===== config.mk =====
export PLATFORM = sky130hd
export DESIGN_NAME = transpose_self_organizing_list
export DESIGN_NICKNAME = d
export VERILOG_FILES = /design/src/rtl/tsol_pkg.sv /design/src/rtl/tsol_core.sv /design/src/rtl/transpose_self_organizing_list.sv
export SDC_FILE = /design/constraint.sdc
export NUM_CORES = 1
export LEC_CHECK = 0
export ABC_AREA = 0
export ABC_CLOCK_PERIOD_IN_PS = 6200
export BUFFER_PORTS_ARGS = -buffer_cell sky130_fd_sc_hd__buf_2
export CORE_ASPECT_RATIO = 1.1
export CORE_UTILIZATION = 60
export CTS_CLUSTER_DIAMETER = 200
export DETAILED_ROUTE_END_ITERATION = 6
export GPL_ROUTABILITY_DRIVEN = 1
export GPL_TIMING_DRIVEN = 0
export PLACE_DENSITY = 0.78
export SETUP_SLACK_MARGIN = 0.5
export SLEW_MARGIN = 5
export SYNTH_ARGS = -nofsm -noshare
export SYNTH_HDL_FRONTEND = slang
export SYNTH_SLANG_ARGS = --single-unit

===== constraint.sdc =====
create_clock -name clk -period 6.2 [get_ports clk]
set_input_delay 1.24 -clock clk [delete_from_list [all_inputs] [get_ports clk]]
set_output_delay 1.24 -clock clk [all_outputs]
set_load 0.01 [all_outputs]

===== src/rtl/tsol_pkg.sv =====
// Package for the transpose self-organising list.
// Transaction types, status codes, register indexes and default sizes.
// No dependencies.
package tsol_pkg;

	localparam int DEPTH_DEFAULT      = 16;
	localparam int VALUE_BITS_DEFAULT = 8;

	localparam logic       OP_ACCESS = 1'b0;
	localparam logic       OP_READ   = 1'b1;

	localparam logic [2:0] ST_MOVED    = 3'd0;
	localparam logic [2:0] ST_FIRST    = 3'd1;
	localparam logic [2:0] ST_APPENDED = 3'd2;
	localparam logic [2:0] ST_FULL     = 3'd3;
	localparam logic [2:0] ST_INVALID  = 3'd4;
	localparam logic [2:0] ST_READ     = 3'd5;
	localparam logic [2:0] ST_EMPTY    = 3'd6;

	localparam logic       REG_LOWEST  = 1'b0;
	localparam logic       REG_HIGHEST = 1'b1;

	localparam logic [7:0] LOWEST_RESET  = 8'd1;
	localparam logic [7:0] HIGHEST_RESET = 8'd100;

	typedef struct packed {
		logic       op;
		logic [7:0] value;
		logic [3:0] index;
	} req_t;

	typedef struct packed {
		logic [2:0] status;
		logic [3:0] position;
		logic [7:0] value_out;
		logic [4:0] entry_count;
	} rsp_t;

	typedef struct packed {
		logic [7:0] lowest;
		logic [7:0] highest;
	} cfg_t;

	typedef struct packed {
		logic valid;
		rsp_t data;
	} res_t;

endpackage


===== src/rtl/tsol_core.sv =====
// Sequencer and list memory: linear search with one compare per cycle,
// transpose by two writes, append at the tail. Uses tsol_pkg.
module tsol_core #(
	parameter int DEPTH      = tsol_pkg::DEPTH_DEFAULT,
	parameter int VALUE_BITS = tsol_pkg::VALUE_BITS_DEFAULT
) (
	input  logic            clk,
	input  logic            arst_n,
	input  logic            start,
	input  tsol_pkg::req_t  req,
	input  tsol_pkg::cfg_t  cfg,
	input  logic            res_take,
	output logic            ready,
	output tsol_pkg::res_t  res
);

	localparam int AW   = (DEPTH > 1) ? $clog2(DEPTH) : 1;
	localparam int CW   = $clog2(DEPTH + 1);
	localparam int CMPW = (CW > 4) ? CW : 4;
	localparam int VW   = VALUE_BITS;

	typedef enum logic [1:0] {
		S_IDLE,
		S_SCAN,
		S_SWAP,
		S_READ
	} state_t;

	state_t          state_q;
	logic [CW-1:0]   fill_q;
	logic [AW-1:0]   ptr_q;
	logic [VW-1:0]   val_q;
	logic [VW-1:0]   prev_q;
	logic [3:0]      idx_q;
	logic [VW-1:0]   rdata_q;
	logic            res_v_q;
	tsol_pkg::rsp_t  res_q;

	logic [VW-1:0]   mem [DEPTH];

	logic [31:0]     val32;
	logic [VW-1:0]   val_m;
	logic            in_range;
	logic            full;
	logic            rd_ok;
	logic            hit;
	logic            last;
	logic [CW-1:0]   fill_inc;
	logic [CMPW-1:0] idx_w;
	logic [CMPW-1:0] fill_w;
	logic            we;
	logic [AW-1:0]   waddr;
	logic [VW-1:0]   wdata;
	logic [AW-1:0]   raddr;

	function automatic logic [3:0] pos4(input logic [CW-1:0] p);
		logic [31:0] t;
		t = 32'(p);
		return t[3:0];
	endfunction

	function automatic logic [4:0] cnt5(input logic [CW-1:0] c);
		logic [31:0] t;
		t = 32'(c);
		return t[4:0];
	endfunction

	function automatic logic [7:0] val8(input logic [VW-1:0] v);
		logic [31:0] t;
		t = 32'(v);
		return t[7:0];
	endfunction

	assign val32    = 32'(req.value);
	assign val_m    = val32[VW-1:0];
	assign in_range = (32'(val_m) >= 32'(cfg.lowest)) && (32'(val_m) <= 32'(cfg.highest));
	assign full     = (fill_q == CW'(DEPTH));
	assign idx_w    = CMPW'(req.index);
	assign fill_w   = CMPW'(fill_q);
	assign rd_ok    = (idx_w < fill_w);
	assign hit      = (rdata_q == val_q);
	assign last     = (CW'(ptr_q) == fill_q - CW'(1));
	assign fill_inc = fill_q + CW'(1);

	assign ready = (state_q == S_IDLE) && !res_v_q;
	assign res   = '{valid: res_v_q, data: res_q};

	always_comb begin
		we    = 1'b0;
		waddr = ptr_q;
		wdata = prev_q;
		raddr = ptr_q + AW'(1);
		unique case (state_q)
			S_IDLE: begin
				if (req.op == tsol_pkg::OP_READ) begin
					raddr = AW'(req.index);
				end else begin
					raddr = '0;
					if (start && in_range && (fill_q == '0)) begin
						we    = 1'b1;
						waddr = '0;
						wdata = val_m;
					end
				end
			end
			S_SCAN: begin
				if (hit && (ptr_q != '0)) begin
					we = 1'b1;
				end else if (!hit && last) begin
					we    = 1'b1;
					waddr = AW'(fill_q);
					wdata = val_q;
				end
			end
			S_SWAP: begin
				we    = 1'b1;
				waddr = ptr_q - AW'(1);
				wdata = val_q;
			end
			S_READ: begin
			end
			default: begin
			end
		endcase
	end

	always_ff @(posedge clk) begin
		if (we) begin
			mem[waddr] <= wdata;
		end
		rdata_q <= mem[raddr];
	end

	always_ff @(posedge clk or negedge arst_n) begin
		if (!arst_n) begin
			state_q <= S_IDLE;
			fill_q  <= '0;
			res_v_q <= 1'b0;
		end else begin
			if (res_take) begin
				res_v_q <= 1'b0;
			end
			unique case (state_q)
				S_IDLE: begin
					if (start) begin
						val_q <= val_m;
						idx_q <= req.index;
						ptr_q <= '0;
						if (req.op == tsol_pkg::OP_READ) begin
							if (rd_ok) begin
								state_q <= S_READ;
							end else begin
								res_q   <= '{tsol_pkg::ST_EMPTY, req.index, 8'd0,
									cnt5(fill_q)};
								res_v_q <= 1'b1;
							end
						end else if (!in_range) begin
							res_q   <= '{tsol_pkg::ST_INVALID, 4'd0, val8(val_m),
								cnt5(fill_q)};
							res_v_q <= 1'b1;
						end else if (full) begin
							res_q   <= '{tsol_pkg::ST_FULL, 4'd0, val8(val_m),
								cnt5(fill_q)};
							res_v_q <= 1'b1;
						end else if (fill_q == '0) begin
							fill_q  <= fill_inc;
							res_q   <= '{tsol_pkg::ST_APPENDED, 4'd0, val8(val_m),
								cnt5(fill_inc)};
							res_v_q <= 1'b1;
						end else begin
							state_q <= S_SCAN;
						end
					end
				end
				S_SCAN: begin
					prev_q <= rdata_q;
					if (hit) begin
						if (ptr_q == '0) begin
							res_q   <= '{tsol_pkg::ST_FIRST, 4'd0, val8(val_q),
								cnt5(fill_q)};
							res_v_q <= 1'b1;
							state_q <= S_IDLE;
						end else begin
							state_q <= S_SWAP;
						end
					end else if (last) begin
						fill_q  <= fill_inc;
						res_q   <= '{tsol_pkg::ST_APPENDED, pos4(fill_q), val8(val_q),
							cnt5(fill_inc)};
						res_v_q <= 1'b1;
						state_q <= S_IDLE;
					end else begin
						ptr_q <= ptr_q + AW'(1);
					end
				end
				S_SWAP: begin
					res_q   <= '{tsol_pkg::ST_MOVED, pos4(CW'(ptr_q - AW'(1))),
						val8(val_q), cnt5(fill_q)};
					res_v_q <= 1'b1;
					state_q <= S_IDLE;
				end
				S_READ: begin
					res_q   <= '{tsol_pkg::ST_READ, idx_q, val8(rdata_q), cnt5(fill_q)};
					res_v_q <= 1'b1;
					state_q <= S_IDLE;
				end
				default: begin
					state_q <= S_IDLE;
				end
			endcase
		end
	end

endmodule


===== src/rtl/transpose_self_organizing_list.sv =====
// Top level of the transpose self-organising list: configuration registers,
// output register and the tsol_core sequencer. Uses tsol_pkg.
//
//   channel  direction  handshake                payload
//   req      in         req_valid / req_stall    tsol_pkg::req_t
//   rsp      out        rsp_valid / rsp_stall    tsol_pkg::rsp_t
//   cfg      in         cfg_we                   cfg_index, cfg_data
//
// An access that is out of range, refused as full or lands in an empty list
// is answered straight from the idle state, as is a read past the fill; a read
// of a stored entry passes the read state. A search compares one stored entry
// per cycle from the head until a hit or the tail; a hit past the head then
// passes the swap state for the transpose. Each result then passes the output
// register, which lets the next transaction in while it waits.
// Reset empties the list and loads lowest 1, highest 100; no clearing pass.
module transpose_self_organizing_list #(
	parameter int DEPTH      = tsol_pkg::DEPTH_DEFAULT,
	parameter int VALUE_BITS = tsol_pkg::VALUE_BITS_DEFAULT
) (
	input  logic           clk,
	input  logic           arst_n,
	input  logic           req_valid,
	output logic           req_stall,
	input  tsol_pkg::req_t req,
	output logic           rsp_valid,
	input  logic           rsp_stall,
	output tsol_pkg::rsp_t rsp,
	input  logic           cfg_we,
	input  logic           cfg_index,
	input  logic [7:0]     cfg_data
);

	tsol_pkg::cfg_t cfg_q;
	tsol_pkg::res_t res;
	tsol_pkg::rsp_t rsp_q;
	logic           rsp_valid_q;
	logic           core_ready;
	logic           start;
	logic           res_take;

	assign req_stall = !core_ready;
	assign start     = req_valid && core_ready;
	assign res_take  = res.valid && (!rsp_valid_q || !rsp_stall);
	assign rsp_valid = rsp_valid_q;
	assign rsp       = rsp_q;

	always_ff @(posedge clk or negedge arst_n) begin
		if (!arst_n) begin
			cfg_q.lowest  <= tsol_pkg::LOWEST_RESET;
			cfg_q.highest <= tsol_pkg::HIGHEST_RESET;
		end else if (cfg_we) begin
			unique case (cfg_index)
				tsol_pkg::REG_LOWEST:  cfg_q.lowest  <= cfg_data;
				tsol_pkg::REG_HIGHEST: cfg_q.highest <= cfg_data;
				default: begin
				end
			endcase
		end
	end

	always_ff @(posedge clk or negedge arst_n) begin
		if (!arst_n) begin
			rsp_valid_q <= 1'b0;
		end else if (res_take) begin
			rsp_valid_q <= 1'b1;
			rsp_q       <= res.data;
		end else if (!rsp_stall) begin
			rsp_valid_q <= 1'b0;
		end
	end

	tsol_core #(
		.DEPTH      (DEPTH),
		.VALUE_BITS (VALUE_BITS)
	) u_core (
		.clk      (clk),
		.arst_n   (arst_n),
		.start    (start),
		.req      (req),
		.cfg      (cfg_q),
		.res_take (res_take),
		.ready    (core_ready),
		.res      (res)
	);

endmodule

==> metrics.md <==
| Metric | Value |
|---|---|
| Status | `complete, no violations` |
| GR Overflow Total | `0` |
| Cells on worst reg2reg path | `10` |
| Total Routing Usage GR | `0.243` |
| Reg2Reg Setup Slack | `between 1.5 and 2 ns` |
| Post-synthesis sequential area ratio | `0.664` |
| Area leader, netlist | `edfxtp_1` |
| Initial Utilization | `0.621` |
| Clk_lat worst skew | `~0.53 ns` |
| Row cnt | `between 40 and 50` |
| Slew @ Worst Pin | `1.23 ns` |
| Post-synth EDFFs | `approximately 190` |
| Pwr Density | `~500 mW/mm2` |
| Yosys reg bits | `225` |
| Crit-path max FO | `10` |
| Die height | `137 um` |
| Full die area | `0.0170 mm2` |
| Diode count | `0` |
| Yosys top cell area share | `0.584` |
| Top-count cell post-synth | `edfxtp_1` |
| Peak VDD IR | `0.353 mV` |
| WHS Path Cells | `0` |
| Post-DRT Antenna Nets | `0` |
| Largest net degree at the start of global routing | `31` |
| Synth top cells by count | `edfxtp_1, nand2_1, inv_1, mux4_2` |
| Wire length per cell | `21.7 um` |
| Drt pass-1 iters | `7` |
| Mapped Cells | `632` |
| Average cell area after synthesis | `~16 um2` |
| Drt total wl | `~20 mm` |
| Syn-to-layout area delta | `12.7%` |
| Final net count | `756` |
| Hold_buf cts | `0` |
| Ys async rst share | `0.111` |
| Sink of the worst hold path | `rsp[6]` |
| CP Data Required Time | `6.33 ns` |
| CTS tree | `yes` |
| GPL Wtd Cong | `0.870` |
| Area contributors post-synth | `edfxtp_1, mux4_2, dfrtp_1, ha_1, mux2_2` |
| Vias in the first global route | `about 5800` |
| Remaining DRCs | `0` |
| DR vias | `5758` |
| CTS root buffer | `clkbuf_16` |
| Synthesized area | `0.00988 mm2` |
| Critical path class | `in2reg` |
| Setup_tns | `0 ns` |
| Final period utilization | `0.730` |
| Core Region | `0.0159 mm2` |
| Top_reg_cell synth | `edfxtp_1` |
| Multi-input logic area | `0.00305 mm2` |
| CP startpoint kind | `input pin` |
| Final Util | `0.699` |
| Number of fill cells | `approximately 1000` |
| Worst Path Arrival | `4.66 ns` |
| Via/cell ratio | `6.25` |
| RSZ-0062 raised after global routing | `false` |
| Clock Path Buffers | `3` |
| Starting DRT DRC Count | `453` |
| Sink Count | `roughly 230` |
| Worst r2r dst | `u_core.mem[8][0]` |
| P_leak | `4.01 nW` |
| H-tree depth | `1` |
| Worst Hold Class | `reg2reg` |
| First-pass GRT wire length | `31.3 mm` |
| Die X-Extent | `124 um` |
| Final setup viols | `0` |
| Tmin final | `4.53 ns` |
| Setup Fix Bufs, Post-CTS | `0` |
| Num CTS Buffers | `23` |
| # IOs | `49` |
| Initial antenna violation count | `0` |
| PnR Total Power | `5.60 mW` |
| Rel. slew slack | `0.172` |
| Clock-pin slew on the worst setup and hold paths | `0.06 ns` |
| Max-Cap Viols | `0` |
| Synth unique cells | `69` |
| HPWL Detailed | `13.7 mm` |
| Reg area | `0.00656 mm2` |
| Max Fclk | `between 200 and 250 MHz` |
| RR Startpoint | `u_core.fill_q[0]` |
| Hold Startpoint | `u_core.res[6]` |
| Synth Net Count | `about 700` |
| Layout Skew | `approximately 0.015 ns` |
| Warnings, synthesis | `0` |
| Final slew viol count | `0` |
| Share of cells above drive strength 1 | `0.244` |
| Final-report hold violation count | `0` |
| Crit end category | `flop` |
| Post-cts gate resize count | `0` |
| PortBufs | `47` |
-- critical path: stages --
cell	delay, ns
buf_2	0.13
inv_1	0.07
ha_1	0.27
nand2b_1	0.10
a2111oi_0	0.09
o31ai_1	0.58
o2111ai_1	0.27
clkbuf_1	0.30
nand3_1	0.17
o211ai_1	0.32
nor3_1	1.09
-- report_power, final --
group / total, mW / switching, mW / internal, mW
clock: 1.38 / 0.571 / 0.812
sequential: 2.25 / 0.122 / 2.13
combinational: 1.96 / 1.19 / 0.768
-- flip-flops by register name, summed over array words and instances (netlist names) --
signal and flops:
cfg_q 16, rsp 20, rsp_valid 1, u_core.fill_q 5, u_core.idx_q 4, u_core.mem 128
u_core.prev_q 8, u_core.ptr_q 4, u_core.rdata_q 8, u_core.res 20, u_core.res_v_q 1, u_core.state_q 2
u_core.val_q 8
-- routing by layer --
layer  up-vias  GRT usage  wire [um]
met4         0     0.0957        689
li1       2618          -          -
met1      2844      0.313       7940
met5         -          0          0
met3        53     0.0442       1360
met2       243      0.412       9990
-- cell type report --
class,instances,share of cell area
inverter,35,0.0118
buffer,26,0.0130
timing repair buffer,48,0.0222
clock buffer,27,0.0531
tap,200,0.0225
sequential,225,0.589
multi-input combinational,346,0.274
clock inverter,14,0.0144
-- worst max path at each step --
stage,endpoint,cells past startpoint,start
finish,u_core.mem[8][0],11,req[4]
global route,u_core.mem[8][0],11,req[4]
CTS,u_core.mem[9][5],11,req[4]
detailed placement,u_core.mem[8][5],11,req[4]
global placement,u_core.mem[10][4],11,req[4]
floorplan,u_core.res[0],8,req[4]
-- per-stage QoR --
step	worst slack, ns	instance area [um2]	hold slack [ns]	std cells
final	1.67	11100	0.412	921
after CTS	1.64	11100	0.416	921
after global routing	1.38	11100	0.420	921
after global placement	1.21	10400	0.401	879
after detailed placement	1.03	10400	0.405	880
after floorplan	2.16	9880	0.400	632
-- kinds of logic (layout without fill, tap and decap cells) --
logic type      Yosys count  in the layout  share of synthesized area
flops                   225            225                      0.664
xor+xnor                 21             21                     0.0186
compound gates          104            104                     0.0825
buf+inv                  61            150                     0.0280
fa+ha+maj                24             24                     0.0304
simple gates            138            138                     0.0740
mux                      59             59                      0.103
-- cell usage in the layout, fill, tap and decap left out, drive strengths merged, types with 5 or more instances in the layout --
cell and count:
o211ai 5, nand2 37, nor2 26, inv 36, nor3 20, a222oi 8
mux2 18, ha 24, nand3 9, nand2b 13, and3 6, dfxtp 8
mux4 32, xnor2 12, dfrtp 21, xor2 9, o221a 8, nor2b 6
clkinv 10, buf 63, clkbuf 38, a21oi 20, o21ai 28, a311oi 5
edfxtp 192, mux2i 9
(Power assumes the default switching activity.)
